==> config.mk <==
export PLATFORM = sky130hd
export DESIGN_NAME = scpa_core
export DESIGN_NICKNAME = d
export VERILOG_FILES = /design/src/hw/rtl/size_class_pool_allocator_unit_defines.svh /design/src/hw/rtl/scpa_pkg.sv /design/src/hw/rtl/scpa_core.sv
export SDC_FILE = /design/constraint.sdc
export NUM_CORES = 1
export LEC_CHECK = 0
export ABC_AREA = 1
export BUFFER_PORTS_ARGS = -buffer_cell sky130_fd_sc_hd__buf_4
export CELL_PAD_IN_SITES_DETAIL_PLACEMENT = 1
export CELL_PAD_IN_SITES_GLOBAL_PLACEMENT = 1
export CORE_MARGIN = 5
export CORE_UTILIZATION = 39
export CTS_CLUSTER_SIZE = 10
export DETAILED_ROUTE_END_ITERATION = 16
export PLACE_DENSITY = 0.85
export REMOVE_ABC_BUFFERS = 1
export SLEW_MARGIN = 20
export SYNTH_ARGS = -nofsm -noshare
export SYNTH_HDL_FRONTEND = slang
export SYNTH_SLANG_ARGS = --single-unit
==> constraint.sdc <==
create_clock -name clk -period 12.7 [get_ports clk]
set_input_delay 1.27 -clock clk [delete_from_list [all_inputs] [get_ports clk]]
set_output_delay 1.27 -clock clk [all_outputs]
set_load 0.05 [all_outputs]
==> src/hw/rtl/size_class_pool_allocator_unit_defines.svh <==
// assertion macros for the size class pool allocator
`ifndef SIZE_CLASS_POOL_ALLOCATOR_UNIT_DEFINES_SVH
`define SIZE_CLASS_POOL_ALLOCATOR_UNIT_DEFINES_SVH

`ifndef ASSERT_OFF
`define SCPA_ASSERT_IMPLY(label, clk, rst_n, ante, cons) \
	label: assert property (@(posedge clk) disable iff (!rst_n) (ante) |-> (cons)) \
		else $error("same-cycle check failed");
`define SCPA_ASSERT_NEXT(label, clk, rst_n, ante, cons) \
	label: assert property (@(posedge clk) disable iff (!rst_n) (ante) |=> (cons)) \
		else $error("next-cycle check failed");
`else
`define SCPA_ASSERT_IMPLY(label, clk, rst_n, ante, cons)
`define SCPA_ASSERT_NEXT(label, clk, rst_n, ante, cons)
`endif

`endif

==> src/hw/rtl/scpa_pkg.sv <==
`default_nettype none

package scpa_pkg;

	localparam int ADDR_W     = 32;
	localparam int SIZE_W     = 16;
	localparam int USED_W     = 20;
	localparam int STATUS_W   = 3;
	localparam int CFG_IDX_W  = 3;
	localparam int CFG_DATA_W = 32;
	localparam int IN_DATA_W  = 48;
	localparam int OUT_DATA_W = 56;

	// default reset bases step by 256 KiB per pool
	localparam int POOL_STRIDE_LOG = 18;

	localparam int CLASS_COUNT_DEF      = 8;
	localparam int ENTRIES_PER_POOL_DEF = 256;
	localparam int MIN_CLASS_BYTES_DEF  = 8;

	localparam logic CMD_ALLOC = 1'b0;
	localparam logic CMD_FREE  = 1'b1;

	typedef enum logic [STATUS_W-1:0] {
		ST_OK,
		ST_EXHAUSTED,
		ST_TOO_LARGE,
		ST_FOREIGN,
		ST_STACK_FULL
	} status_t;

	typedef struct packed {
		logic              pop;
		status_t           status;
		logic [ADDR_W-1:0] addr;
		logic [USED_W-1:0] used;
	} scpa_res_t;

	function automatic logic [ADDR_W-1:0] base_reset(int unsigned idx);
		return ADDR_W'(idx) << POOL_STRIDE_LOG;
	endfunction

endpackage

`default_nettype wire

==> src/hw/rtl/scpa_core.sv <==
`default_nettype none

module scpa_core #(
	parameter int CLASS_COUNT      = scpa_pkg::CLASS_COUNT_DEF,
	parameter int ENTRIES_PER_POOL = scpa_pkg::ENTRIES_PER_POOL_DEF,
	parameter int MIN_CLASS_BYTES  = scpa_pkg::MIN_CLASS_BYTES_DEF,
	localparam int RAM_AW = $clog2(CLASS_COUNT) + $clog2(ENTRIES_PER_POOL)
) (
	input  wire logic                        clk,
	input  wire logic                        arst_n,
	input  wire logic                        fire,
	input  wire logic                        command,
	input  wire logic [scpa_pkg::SIZE_W-1:0] request_size,
	input  wire logic [scpa_pkg::ADDR_W-1:0] free_address,
	input  wire logic [scpa_pkg::ADDR_W-1:0] base [CLASS_COUNT],
	input  wire logic [scpa_pkg::ADDR_W:0]   limit [CLASS_COUNT],
	output scpa_pkg::scpa_res_t              res,
	output logic                             ram_we,
	output logic                             ram_re,
	output logic      [RAM_AW-1:0]           ram_addr,
	output logic      [scpa_pkg::ADDR_W-1:0] ram_wdata
);

	import scpa_pkg::*;

	localparam int CLS_W = $clog2(CLASS_COUNT);
	localparam int EW    = $clog2(ENTRIES_PER_POOL);
	localparam int CW    = $clog2(ENTRIES_PER_POOL + 1);
	localparam int RW    = SIZE_W + 1;
	localparam int SH_W  = $clog2(SIZE_W + 1);

	logic [CW-1:0]     fill_q  [CLASS_COUNT];
	logic [CW-1:0]     depth_q [CLASS_COUNT];
	logic [USED_W-1:0] used_q;

	logic [SIZE_W-1:0] size_eff;
	logic [SIZE_W-1:0] size_m1;
	logic [SH_W-1:0]   shamt;
	logic [RW-1:0]     rounded;
	logic [CLS_W-1:0]  a_idx;
	logic              a_ok;
	logic [CLS_W-1:0]  f_idx;
	logic              f_ok;
	logic [CLS_W-1:0]  sel;
	logic [CW-1:0]     fill_sel;
	logic [CW-1:0]     depth_sel;
	logic [CW-1:0]     depth_m1;
	logic [USED_W-1:0] cls_used;
	logic [USED_W:0]   used_sum;
	logic [USED_W-1:0] used_add;
	logic [USED_W-1:0] used_sub;
	logic              fill_inc;
	logic              depth_inc;
	logic              depth_dec;

	function automatic logic [RW-1:0] cls_bytes(int unsigned idx);
		return RW'(MIN_CLASS_BYTES) << idx;
	endfunction

	// round the raised size up to a power of two
	always_comb begin
		size_eff = (request_size < SIZE_W'(MIN_CLASS_BYTES)) ?
			SIZE_W'(MIN_CLASS_BYTES) : request_size;
		size_m1  = size_eff - SIZE_W'(1);
		shamt    = '0;
		for (int b = 0; b < SIZE_W; b++) begin
			if (size_m1[b]) begin
				shamt = SH_W'(b + 1);
			end
		end
		rounded = RW'(1) << shamt;
	end

	// smallest fitting class, first region that holds the address
	always_comb begin
		a_idx = '0;
		a_ok  = 1'b0;
		f_idx = '0;
		f_ok  = 1'b0;
		for (int i = CLASS_COUNT - 1; i >= 0; i--) begin
			if (cls_bytes(i) >= rounded) begin
				a_idx = CLS_W'(i);
				a_ok  = 1'b1;
			end
			if (free_address >= base[i] && {1'b0, free_address} < limit[i]) begin
				f_idx = CLS_W'(i);
				f_ok  = 1'b1;
			end
		end
	end

	always_comb begin
		sel       = (command == CMD_FREE) ? f_idx : a_idx;
		fill_sel  = fill_q[sel];
		depth_sel = depth_q[sel];
		depth_m1  = depth_sel - CW'(1);
		cls_used  = USED_W'(MIN_CLASS_BYTES) << sel;
		used_sum  = {1'b0, used_q} + {1'b0, cls_used};
		used_add  = used_sum[USED_W] ? {USED_W{1'b1}} : used_sum[USED_W-1:0];
		used_sub  = (used_q > cls_used) ? used_q - cls_used : '0;
	end

	always_comb begin
		res        = '0;
		res.status = ST_OK;
		res.used   = used_q;
		ram_we     = 1'b0;
		ram_re     = 1'b0;
		ram_addr   = {sel, depth_sel[EW-1:0]};
		ram_wdata  = free_address;
		fill_inc   = 1'b0;
		depth_inc  = 1'b0;
		depth_dec  = 1'b0;
		if (command == CMD_ALLOC) begin
			priority if (!a_ok) begin
				res.status = ST_TOO_LARGE;
			end else if (depth_sel != '0) begin
				res.pop   = 1'b1;
				res.used  = used_add;
				ram_re    = fire;
				ram_addr  = {sel, depth_m1[EW-1:0]};
				depth_dec = 1'b1;
			end else if (fill_sel >= CW'(ENTRIES_PER_POOL)) begin
				res.status = ST_EXHAUSTED;
			end else begin
				res.addr = base[sel] +
					((ADDR_W'(fill_sel) * ADDR_W'(MIN_CLASS_BYTES)) << sel);
				res.used = used_add;
				fill_inc = 1'b1;
			end
		end else begin
			priority if (!f_ok) begin
				res.status = ST_FOREIGN;
			end else if (depth_sel >= CW'(ENTRIES_PER_POOL)) begin
				res.status = ST_STACK_FULL;
			end else begin
				res.used  = used_sub;
				ram_we    = fire;
				depth_inc = 1'b1;
			end
		end
	end

	always_ff @(posedge clk or negedge arst_n) begin
		if (!arst_n) begin
			for (int i = 0; i < CLASS_COUNT; i++) begin
				fill_q[i]  <= '0;
				depth_q[i] <= '0;
			end
			used_q <= '0;
		end else if (fire) begin
			for (int i = 0; i < CLASS_COUNT; i++) begin
				if (sel == CLS_W'(i)) begin
					if (fill_inc) begin
						fill_q[i] <= fill_sel + CW'(1);
					end
					if (depth_inc) begin
						depth_q[i] <= depth_sel + CW'(1);
					end else if (depth_dec) begin
						depth_q[i] <= depth_m1;
					end
				end
			end
			used_q <= res.used;
		end
	end

endmodule

`default_nettype wire

==> reports/results.ini <==
[worst_setup_path]
crit_buf_inv = 6
crit_path_frequent_cell = nand2_1
start_kind = input port
slowest_delay_ns = 0.45
crit_fanout = 28
cpMaxStageDelayCell = fa_1
path_class = in -> out
cp.required_ns = 11.43
endpoint_kind = output pin
arrival_ns = 10.52
crit_family = simple AND/OR/NAND/NOR gates
r2r_slack_ns = 8.59

[die]
die-height_microns = 273
core_sq_um = 68600
die_w_microns = 273
initial_utilization_pct = 39.2
fp-row-count = 96
die_area_sq_um = 74400
num_io_pins = 673

[grt]
grt.overflow.total = 0
grt_pass1_wl_mm = 201
first_global_vias = 32900
grt_usage_pct = 35.3
antenna_found_initial = 32
grt_max_degree = 99

[power_and_ir_drop]
p_leak_nw = 19.5
power.density_nw_per_um2 = 113
ir_drop_mv = 0.127

[timing]
finalMaxSlewViolations = 0
hold_slack_ns = 0.458
finClkSkew_ns = 0.0151
slew_headroom_pct = 32.2
tightest_slew_ns = 1.02
hold_viol_final = 0
max_freq_ghz = 0.0848
tns_ns = 0
setup_viol = 0
rsz0062_at_grt = false
period_needed_ns = 11.79
min_period_over_period_pct = 92.8

[synth]
synth_cell_types = 69
postSynthAreaPerCell_sq_um = 6.46
synth_ff_type = dfrtp_1
synth-seq-area-share_pct = 15.2
ys_warn_count = 0
ys_ff_latch = 164
synth_area_sq_um = 26900
postSynthCellCount = 4164
async_flop_share_pct = 100
synth-edff-count = 0

[clocking]
ctsHoldBuffers = 0
clock_path_buffers = 2
numCtsBuffers = 17
h-tree-depth = 4
path_clk_slew_ns = 0.06
cts_tree = done
clk-insertion-delay-late_ns = 0.46
clock-sinks = 164
root_buffer = clkbuf_16

[place]
placed_area_sq_um = 32600
io_buffers = 672
dpl.hpwl_mm = 113
place_congestion = 0.974
dp.cells = 5671

[route]
post-route-drc-count = 0
vias_per_cell = 5.57
postRouteAntennaNets = 0
vias = 32000
drt_iter0_markers = 2289
drtPass1Iterations = 6
routed_wl_mm = 138
avgRoutedWirePerCell_microns = 24.0

[final_layout]
multi_input_area_sq_um = 19100
nets = 5877
instances_no_fill = 5733
nFillCells = 9231
seqCellArea_sq_um = 4100
stdcell_area_sq_um = 33400
drive_gt1_share_pct = 17.5
syn_to_final_growth_pct = 24.0

[run]
max_cap_violations = 0

[worst_hold_path]
hp-class = reg -> reg

[status]
status = finished clean

[synth_stat cells (6+ instances only)]
library cell	n	area (sq um)
nand2_1	1089	4090
inv_1	778	2920
ha_1	541	6770
a21oi_1	291	1460
nor2_1	247	927
nand3_1	173	866
dfrtp_1	164	4100
o21ai_0	154	771
nand4_1	70	438
o21ai_1	65	325
nor3_1	61	305
o22ai_1	52	325
buf_2	37	185
buf_4	35	263
clkbuf_1	30	113
o2111ai_1	29	254
xor2_1	28	245
a211oi_1	24	180
o211ai_1	23	173
o31ai_1	18	135
inv_2	17	63.8
nand2_2	17	106
o21bai_1	14	105
nand2_4	13	146
buf_1	12	45.0
buf_6	12	135
o221ai_1	11	96.3
o21a_1	10	75.1
o32ai_1	10	87.6
or2_2	10	62.6
and3_1	9	56.3
nor2_2	9	56.3
xnor2_1	9	78.8
nor4_1	7	43.8
o221a_2	7	78.8
a21o_1	6	45.0
a22oi_1	6	45.0
nand3b_1	6	45.0
[layout make-up]
| cell class | count | share of cell area [%] |
|---|---|---|
| Multi-Input combinational cell | 3074 | 57.2 |
| Clock inverter | 14 | 0.634 |
| Tap cell | 931 | 3.49 |
| Inverter | 800 | 9.00 |
| Antenna cell | 27 | 0.202 |
| Sequential cell | 164 | 12.3 |
| Timing Repair Buffer | 705 | 15.9 |
| Clock buffer | 18 | 1.29 |
[layout by cell type, fill, tap and decap left out, types with 6 or more instances in the layout]
cell and n:
o211ai_1 23, or2_2 10, o22ai_1 52, o32ai_1 10, a22oi_1 6, inv_2 17
o221a_2 7, dfrtp_1 164, a21o_1 6, xnor2_1 9, o2111ai_1 29, nor4_1 7
o21a_1 10, xor2_1 28, a21oi_1 291, nand2_1 1089, o21bai_1 14, inv_1 778
o221ai_1 11, clkbuf_16 17, nand2_2 16, buf_4 704, nor3_1 61, nor2_1 247
diode_2 27, nor2_2 9, ha_1 541, o21ai_0 154, nand3_1 173, nand4_1 70
nand3b_1 6, a211oi_1 24, and3_1 9, nand2_4 14, o31ai_1 18, o21ai_1 65
[kinds of logic (layout without fill, tap and decap cells)]
family | count (synthesis) | count (layout) | share of synthesized area [%]
other | 0 | 27 | 0
xor gates and xnor gates | 38 | 38 | 1.26
AOI/OAI and AO/OA | 754 | 754 | 16.6
and+or+nand+nor | 1736 | 1737 | 27.6
DFF | 164 | 164 | 15.2
adders and majority gates | 543 | 543 | 25.3
muxes | 2 | 2 | 0.0744
buffers and inverters | 927 | 1537 | 14.0
[flip-flops by register name, indices dropped and copies added (netlist names)]
register and count:
depth_q 72, fill_q 72, used_q 20
[tightest hold or removal path: stages (launching register included)]
cell     delay (ns)
dfrtp_1        0.32
inv_1          0.05
nand2_1        0.05
[layer usage]
| layer | track usage, % | share of wire [%] | vias to the layer above |
|---|---|---|---|
| li1 | - | - | 14900 |
| met1 | 42.0 | 39 | 15400 |
| met2 | 59.4 | 47 | 1269 |
| met3 | 6.95 | 7.5 | 370 |
| met4 | 19.8 | 6.6 | 10 |
| met5 | 0 | 0.044 | - |
[metrics by stage]
step                power [mW]  utilization [%]  worst slack [ns]
finish                    3.77             48.7             0.912
global route              4.04             48.6            0.0180
CTS                       3.74             48.5             0.714
detailed placement        3.13             47.6             0.810
global placement          3.06             47.6              1.24
floorplan                 2.20                -              1.64
[where the power goes]
group | internal (mW) | switching [mW]
Combinational | 0.791 | 1.65
Sequential | 0.642 | 0.0996
Clock | 0.336 | 0.252
Total | 1.77 | 2.00
[what timing repair did]
action,4_1_cts,5_1_grt
endpoints found under the hold margin,0,0
setup buffers,0,2
resized for setup,0,2
endpoints found under the setup margin,0,4
[worst paths after layout]
kind / depth (start not counted) / from / endpoint
max: 59 / request_size[11] / res[49]
min reg2reg: 2 / fill_q[26]$_DFFE_PN0P_ / fill_q[26]$_DFFE_PN0P_
max in group asynchronous: 2 / arst_n / fill_q[68]$_DFFE_PN0P_
max reg2reg: 25 / used_q[3]$_DFFE_PN0P_ / used_q[19]$_DFFE_PN0P_
min: 2 / fill_q[26]$_DFFE_PN0P_ / fill_q[26]$_DFFE_PN0P_
min in group asynchronous: 1 / arst_n / used_q[7]$_DFFE_PN0P_
Note: power is estimated with default switching activity, not from simulation.
