File: config.mk
export PLATFORM = sky130hd
export DESIGN_NAME = scpa_cfg
export DESIGN_NICKNAME = d
export VERILOG_FILES = /design/src/hw/rtl/size_class_pool_allocator_unit_defines.svh /design/src/hw/rtl/scpa_pkg.sv /design/src/hw/rtl/scpa_cfg.sv
export SDC_FILE = /design/constraint.sdc
export NUM_CORES = 1
export LEC_CHECK = 0
export ABC_AREA = 1
export BUFFER_PORTS_ARGS = -buffer_cell sky130_fd_sc_hd__buf_2
export CORE_AREA = 2 2 214 216
export CTS_BUF_LIST = sky130_fd_sc_hd__clkbuf_4 sky130_fd_sc_hd__clkbuf_8
export DETAILED_ROUTE_END_ITERATION = 10
export DIE_AREA = 0 0 216 218
export PLACE_DENSITY = 0.67
export SLEW_MARGIN = 15
export SYNTH_ARGS = -nofsm -noshare
export SYNTH_HDL_FRONTEND = slang
export SYNTH_SLANG_ARGS = --single-unit
File: constraint.sdc
create_clock -name clk -period 0.95 [get_ports clk]
set_clock_uncertainty 0.2 [all_clocks]
set_input_delay 0.095 -clock clk [delete_from_list [all_inputs] [get_ports clk]]
set_output_delay 0.095 -clock clk [all_outputs]
set_load 0.01 [all_outputs]
File: src/hw/rtl/size_class_pool_allocator_unit_defines.svh
// assertion macros for the size class pool allocator
`ifndef SIZE_CLASS_POOL_ALLOCATOR_UNIT_DEFINES_SVH
`define SIZE_CLASS_POOL_ALLOCATOR_UNIT_DEFINES_SVH

`ifndef ASSERT_OFF
`define SCPA_ASSERT_IMPLY(label, clk, rst_n, ante, cons) \
	label: assert property (@(posedge clk) disable iff (!rst_n) (ante) |-> (cons)) \
		else $error("same-cycle check failed");
`define SCPA_ASSERT_NEXT(label, clk, rst_n, ante, cons) \
	label: assert property (@(posedge clk) disable iff (!rst_n) (ante) |=> (cons)) \
		else $error("next-cycle check failed");
`else
`define SCPA_ASSERT_IMPLY(label, clk, rst_n, ante, cons)
`define SCPA_ASSERT_NEXT(label, clk, rst_n, ante, cons)
`endif

`endif

File: src/hw/rtl/scpa_pkg.sv
`default_nettype none

package scpa_pkg;

	localparam int ADDR_W     = 32;
	localparam int SIZE_W     = 16;
	localparam int USED_W     = 20;
	localparam int STATUS_W   = 3;
	localparam int CFG_IDX_W  = 3;
	localparam int CFG_DATA_W = 32;
	localparam int IN_DATA_W  = 48;
	localparam int OUT_DATA_W = 56;

	// default reset bases step by 256 KiB per pool
	localparam int POOL_STRIDE_LOG = 18;

	localparam int CLASS_COUNT_DEF      = 8;
	localparam int ENTRIES_PER_POOL_DEF = 256;
	localparam int MIN_CLASS_BYTES_DEF  = 8;

	localparam logic CMD_ALLOC = 1'b0;
	localparam logic CMD_FREE  = 1'b1;

	typedef enum logic [STATUS_W-1:0] {
		ST_OK,
		ST_EXHAUSTED,
		ST_TOO_LARGE,
		ST_FOREIGN,
		ST_STACK_FULL
	} status_t;

	typedef struct packed {
		logic              pop;
		status_t           status;
		logic [ADDR_W-1:0] addr;
		logic [USED_W-1:0] used;
	} scpa_res_t;

	function automatic logic [ADDR_W-1:0] base_reset(int unsigned idx);
		return ADDR_W'(idx) << POOL_STRIDE_LOG;
	endfunction

endpackage

`default_nettype wire

File: src/hw/rtl/scpa_cfg.sv
`default_nettype none

module scpa_cfg #(
	parameter int CLASS_COUNT      = scpa_pkg::CLASS_COUNT_DEF,
	parameter int ENTRIES_PER_POOL = scpa_pkg::ENTRIES_PER_POOL_DEF,
	parameter int MIN_CLASS_BYTES  = scpa_pkg::MIN_CLASS_BYTES_DEF
) (
	input  wire logic                            clk,
	input  wire logic                            arst_n,
	input  wire logic                            cfg_we,
	input  wire logic [scpa_pkg::CFG_IDX_W-1:0]  cfg_index,
	input  wire logic [scpa_pkg::CFG_DATA_W-1:0] cfg_data,
	output logic      [scpa_pkg::ADDR_W-1:0]     base [CLASS_COUNT],
	output logic      [scpa_pkg::ADDR_W:0]       limit [CLASS_COUNT]
);

	import scpa_pkg::*;

	localparam int LIM_W = ADDR_W + 1;

	logic [ADDR_W-1:0] base_q  [CLASS_COUNT];
	logic [LIM_W-1:0]  limit_q [CLASS_COUNT];

	// region span of pool i, entries times class bytes
	function automatic logic [LIM_W-1:0] span(int unsigned idx);
		return (LIM_W'(ENTRIES_PER_POOL) * LIM_W'(MIN_CLASS_BYTES)) << idx;
	endfunction

	// the region end is kept beside the base so a free only compares
	always_ff @(posedge clk or negedge arst_n) begin
		if (!arst_n) begin
			for (int i = 0; i < CLASS_COUNT; i++) begin
				base_q[i]  <= base_reset(i);
				limit_q[i] <= {1'b0, base_reset(i)} + span(i);
			end
		end else begin
			for (int i = 0; i < CLASS_COUNT; i++) begin
				if (cfg_we && cfg_index == CFG_IDX_W'(i)) begin
					base_q[i]  <= ADDR_W'(cfg_data);
					limit_q[i] <= {1'b0, ADDR_W'(cfg_data)} + span(i);
				end
			end
		end
	end

	assign base  = base_q;
	assign limit = limit_q;

endmodule

`default_nettype wire

==> results of run 1 <==
[state kept, by name (all words and copies together), names as in the netlist]
signal	count
base	256
limit	148
[power breakdown]
part / total (mW) / internal (mW) / switching (mW)
sequential: 24.0 / 20.7 / 3.32
combinational: 19.7 / 10.4 / 9.32
clock: 17.6 / 9.92 / 7.66
total: 61.3 / 41.0 / 20.3
[per-stage QoR]
step | setup TNS, ns | utilization, % | total power [mW]
detailed placement | -202.15 | 53.0 | 37.1
CTS | -394.18 | 62.2 | 58.3
global placement | -194.46 | 53.0 | 36.8
finish | -366.01 | 66.3 | 61.3
floorplan | -29.21 | - | 30.0
global route | -390.49 | 66.3 | 63.7
[area by class of cell]
type                    instances  area [µm²]
fillers                      3342       15100
flip-flops and latches        404       10200
repair buffers               1102        9640
multi-input cells            1298        7210
clock buffers                 115        1410
well taps                     600         751
inverters                      88         428
clock inverters                12         120
diodes                          2        5.00
[final timing paths]
path | to | slack (ns)
min | base[24]$_DFFE_PN0P_ | -0.66
max reg2reg | base[82]$_DFFE_PN1P_ | -0.23
max in group asynchronous | base[59]$_DFFE_PN0P_ | 0.04
min in group clk | limit[51]$_DFFE_PN0P_ | -0.31
min reg2reg | base[126]$_DFFE_PN0P_ | 0.27
max | limit[163]$_DFFE_PN0P_ | -0.75
[logic make-up after synthesis]
| group | count (synthesis) | synth area share, % |
|---|---|---|
| AO/OA/AOI/OAI | 308 | 9.01 |
| buffers and inverters | 316 | 9.76 |
| AND/OR/NAND/NOR | 952 | 21.9 |
| flip-flops | 404 | 57.2 |
| XOR/XNOR | 27 | 1.33 |
| adder cells (fa/ha/maj) | 11 | 0.776 |
[critical path, stage by stage]
cell and delay (ns):
clkbuf_4 0.10, dlygate4sd3_1 0.77, ha_4 0.28, nand3_4 0.10, nor2_4 0.28, nand4_1 0.22, nand3_1 0.13, nand2_1 0.06
[per-layer routing]
metal  GRT usage, %  up-vias  part of all wire, %
met1           41.9     9320                   39
li1               -     8309                    -
met5              0        -                    0
met4           16.6        0                  5.4
met2           55.4     1026                   48
met3           6.83      255                  7.9
[placed cells by master, fill, tap and decap left out, types with 87 or more instances in the layout]
cell type | synthesis | routed
buf_4 | 123 | 324
clkbuf_8 | 0 | 87
nor2_1 | 193 | 139
nand3_1 | 141 | 121
nand2_2 | 9 | 106
buf_6 | 0 | 350
dfrtp_1 | 375 | 348
nand2_1 | 575 | 440
o21ai_1 | 19 | 203
buf_2 | 65 | 325
[what timing repair did]
item | CTS | global route
cloned | 0 | 1
pin swaps | 22 | 66
setup buffers | 116 | 106
hold endpoints to repair | 734 | 582
hold buffers | 51 | 13
endpoints found under the setup margin | 539 | 869
gates resized for setup | 295 | 415
==> summary.txt, run 1 <==
Critical path
  – Setup Crit Path Kind: in -> reg
  – FF-to-FF Start: base[82]$_DFFE_PN1P_
  – CP startpoint kind: primary input
  – Req. time, crit path: about 1.3 ns
  – Worst setup startpoint: cfg_data[17]
  – CP Max Fanout: 7
  – Critical Path AT: 2.04 ns
  – Crit. End Element: flop
  – FF-to-FF path depth: 4

Synth
  – Mapped Cells: 2018
  – Yosys warnings: 0
  – Async S/R FF share, synth: 100%
  – Library cells used by synthesis: 33
  – Post-synth EDFFs: 0
  – Sequential share of the synthesized area: ~57%
  – Synth top area share: ~53%
  – Most common flop cell mapped by yosys: dfrtp_1
  – Yosys reg bits: roughly 400
  – Biggest area consumer among synthesized cells: dfrtp_1
  – Syn avg cell area: slightly below 9 µm²
  – Dominant cells by area after synthesis: dfrtp_1, nand2_1, o21ai_0
  – Most frequent cells after synthesis: nand2_1, dfrtp_1, o21ai_0
  – Synthesized Nets: roughly 2100
  – Post-synthesis instance area: around 18000 µm²
  – Count leader, synth: nand2_1

Power and ir drop
  – PwrDens: ~2100 nW/µm²
  – Static Leak: 15.1 nW
  – Worst vdd ir: 1.31 mV

Clock tree
  – Worst-Skew Late Latency: between 0.6 and 0.7 ns
  – H-Tree Depth: 3
  – Clk sinks: 404
  – Root Buffer: clkbuf_8
  – Clock tree buffer depth: 3
  – Num CTS Buffers: 72
  – CTS tree: done
  – CTS clk-pin slew, worst paths: 0.06 ns

Timing
  – Slew @ Worst Pin: between 0.5 and 0.6 ns
  – Crit path time final: 1.70 ns
  – Final hold viol count: roughly 540
  – Final period utilization: 179%
  – Final worst slack: -0.751 ns
  – Final setup vio count: just under 800
  – Slew Viols, Final: 0
  – F_max: between 0.5 and 0.6 GHz
  – RSZ-0062 raised after global routing: true
  – Worst slew margin: a little over 60%
  – WHS: -0.657 ns

Cells and area
  – Final cell count without fillers: about 3600
  – Fin nets: 3015
  – Synthesis-to-layout area growth: 67.7%
  – Fraction of layout instances using a drive strength above 1: slightly above 50%
  – Final Cell Area: between 20000 and 30000 µm²

Placed design
  – Dpl hpwl: around 60000 µm
  – Number of port buffers: 557
  – Routability cong.: 0.973
  – Placed instance area: between 20000 and 25000 µm²
  – Placed insts: 3263
  – Post-place setup slack: -0.720 ns

GRT
  – GRT Total Usage: about a third
  – Largest net degree at the start of global routing: 52
  – Antenna violations before repair: 0
  – Gr ovfl total: 0
  – Vias in the first global route: between 15000 and 20000
  – First-pass GRT wire length: 116000 µm

Route
  – Initial DRT Pass Iterations: 6
  – Drt drc: 0
  – Total wire length: 83500 µm
  – Routed len/inst: 23.1 µm
  – 1st-iter DRT viols: 2118
  – Drt via density: between 5 and 6
  – Vias: between 15000 and 20000
  – Post-route ant nets: 0

Run status
  – Failing checks: hold timing, setup timing
  – Outcome: complete, but fails checks

Die
  – Die Wd: approximately 220 µm
  – CORE AREA: 44900 µm²
  – Die Area: 47100 µm²
  – Initial core utilization: around two fifths
  – Ports: roughly 560
  – Die Y-Extent: ~220 µm
  – Row cnt: 78

Flow run
  – Max_cap viols: 0

Worst hold path
  – HP Class: in -> async
No activity file was read; power rests on OpenSTA's default activity.
==> run 2: changes to the inputs <==
- HOLD_SLACK_MARGIN: not set -> 0.03
==> run 2 against run 1 <==
Effect of this change: sequential share of layout area about the same; critical endpoint is now limit[179]$_DFFE_PN0P_; the flow still finishes with violations (hold timing, setup timing); core utilization increased by 0.050 points; register-to-register slack is essentially flat.
==> summary.txt, run 2 (synthesis gave the netlist of run 1 again) <==
Run status
  – Outcome: complete, but fails checks
  – Failing checks: hold timing, setup timing

Route
  – Vias: 19000 (+0.62%)
  – Initial DRT Pass Iterations: 6 (unchanged)
  – Post-route ant nets: 0 (unchanged)
  – Drt drc: 0 (unchanged)
  – Total wire length: 83500 µm (about the same)
  – Routed len/inst: 23.1 µm (about the same)
  – Drt via density: 5.25 (+0.62%)
  – 1st-iter DRT viols: 2000 (-5.6%)

Critical path
  – Crit. End Element: flop
  – CP Max Fanout: 5 (-2)
  – Req. time, crit path: 1.29 ns (about the same)
  – Setup Crit Path Kind: in -> reg
  – Critical Path AT: 2.04 ns (about the same)
  – FF-to-FF path depth: 4 (unchanged)
  – CP startpoint kind: primary input
  – Reg2Reg Setup Slack: -0.23 ns (about the same)

Timing
  – Final hold viol count: 536 (-1.5%)
  – Worst slew margin: 62.6% (+0.26 points)
  – Final worst slack: -0.749 ns (+0.00147 ns)
  – WHS: -0.652 ns (+0.00452 ns)
  – Final setup vio count: 774 (+0.65%)
  – F_max: 0.588 GHz (about the same)
  – Slew Viols, Final: 0 (unchanged)
  – RSZ-0062 raised after global routing: true
  – Crit path time final: 1.70 ns (-0.00147 ns)
  – Slew @ Worst Pin: 0.561 ns (-0.00391 ns)
  – Final period utilization: 179% (about the same)

Power and ir drop
  – Power Internal: 41.1 mW (about the same)
  – Clock power share: 28.6% (about the same)
  – Seq pwr share: 39.2% (about the same)
  – Combinational power share: 32.2% (about the same)
  – Power, Total: 61.4 mW (about the same)
  – Static Leak: 15.2 nW (+0.18%)
  – PwrDens: 2060 nW/µm² (about the same)
  – Sw Ratio: 33.1% (about the same)
  – Psw: 20.3 mW (about the same)
  – Worst vdd ir: 1.31 mV (-0.34%)

Cells and area
  – Filler cells: 3332 (-0.30%)
  – Fraction of layout instances using a drive strength above 1: 51.9% (+0.13 points)
  – Largest register FFs: 256 (unchanged)
  – Highest-count cells in the layout ignoring fill and taps: nand2_1, buf_6, dfrtp_1
  – Final cell count without fillers: 3621 (unchanged)
  – Final Util: 66.3% (about the same)
  – Fin nets: 3017 (+0.066%)
  – Commonest non-fill, non-tap cell in the layout: nand2_1
  – Synthesis-to-layout area growth: 67.8% (about the same)
  – Diodes inserted: 0 (-2)

Placed design
  – Placed insts: 3263 (unchanged)
  – Post-place setup slack: -0.720 ns (unchanged)
  – Dpl hpwl: 59500 µm (unchanged)
  – Routability cong.: 0.973 (unchanged)
  – Number of port buffers: 557 (unchanged)

Die
  – Die Wd: 216 µm (unchanged)
  – Initial core utilization: 39.5% (unchanged)
  – Die Area: 47100 µm² (unchanged)
  – Die Y-Extent: 218 µm (unchanged)
  – Ports: 558 (unchanged)
  – CORE AREA: 44900 µm² (unchanged)
  – Row cnt: 78 (unchanged)

Clock tree
  – Clk sinks: 404 (unchanged)
  – CTS clk-pin slew, worst paths: 0.06 ns (about the same)
  – CTS tree: done
  – Clock tree buffer depth: 3 (unchanged)
  – H-Tree Depth: 3 (unchanged)
  – Worst-Skew Late Latency: 0.63 ns (about the same)
  – Root Buffer: clkbuf_8
  – Num CTS Buffers: 72 (unchanged)

GRT
  – First-pass GRT wire length: 116000 µm (about the same)
  – Largest net degree at the start of global routing: 52 (unchanged)
  – Antenna violations before repair: 0 (unchanged)
  – Gr ovfl total: 0 (unchanged)
  – Vias in the first global route: 18200 (-0.066%)
  – GRT Total Usage: 33.5% (about the same)

Worst hold path
  – HP Class: in -> async

Flow run
  – Max_cap viols: 0 (unchanged)
## run 2: changes by cell type in the layout (fill, tap and decap cells not counted), sizes merged
cell    change
buf         +3
clkbuf      -1
diode       -2
## run 2: what timing repair did
| action | 4_1_cts | 5_1_grt |
|---|---|---|
| pin swaps | 22 | 68 |
| setup buffers | 116 | 109 |
| hold buffers | 51 | 12 |
| setup endpoints to repair | 539 | 870 |
| cloned | 0 | 1 |
| resized for setup | 295 | 411 |
| hold endpoints to repair | 753 | 610 |
## run 2: critical path, stage by stage
cell and delay [ns]:
clkbuf_4 0.10, dlygate4sd3_1 0.86, ha_4 0.27, dlygate4sd3_1 0.55
nand2_1 0.10, nand2_1 0.06
## run 2: per-layer routing
metal | share of wire (%) | global-route usage [%] | up-vias | wire length [µm]
met5 | 0 | 0 | - | 0
met4 | 5.4 | 17.1 | 0 | 4550
met3 | 8.5 | 6.56 | 262 | 7100
met2 | 48 | 55.1 | 1114 | 40200
met1 | 38 | 42.1 | 9342 | 31700
li1 | - | - | 8310 | -
## run 2: worst paths after layout
check,from,endpoint
max,cfg_data[14],limit[179]$_DFFE_PN0P_
min,arst_n,base[24]$_DFFE_PN0P_
max reg2reg,base[82]$_DFFE_PN1P_,base[82]$_DFFE_PN1P_
min reg2reg,base[126]$_DFFE_PN0P_,base[126]$_DFFE_PN0P_
max in group asynchronous,arst_n,base[59]$_DFFE_PN0P_
min in group clk,cfg_data[18],limit[51]$_DFFE_PN0P_
## run 2: per-stage QoR
step	TNS (ns)	instance area, µm²
floorplan	-29.21	19100
global placement	-194.46	23800
detailed placement	-202.15	23800
CTS	-393.89	27900
global route	-391.43	29800
finish	-366.95	29800
## run 2: area by class of cell
type | count | area, µm² | area share [%]
Sequential cell | 404 | 10200 | 34.2
Clock buffer | 115 | 1410 | 4.73
Timing Repair Buffer | 1104 | 9670 | 32.5
Inverter | 88 | 428 | 1.44
Multi-Input combinational cell | 1298 | 7210 | 24.2
Clock inverter | 12 | 120 | 0.403
Tap cell | 600 | 751 | 2.52
## run 2: power by group through the flow
stage / combinational [mW] / sequential [mW] / clock, mW
CTS: 17.1 / 23.5 / 17.7
finish: 19.8 / 24.0 / 17.6
global route: 21.0 / 24.2 / 18.6
global placement: 13.5 / 23.4 / 0
floorplan: 5.69 / 24.4 / 0
detailed placement: 13.7 / 23.4 / 0
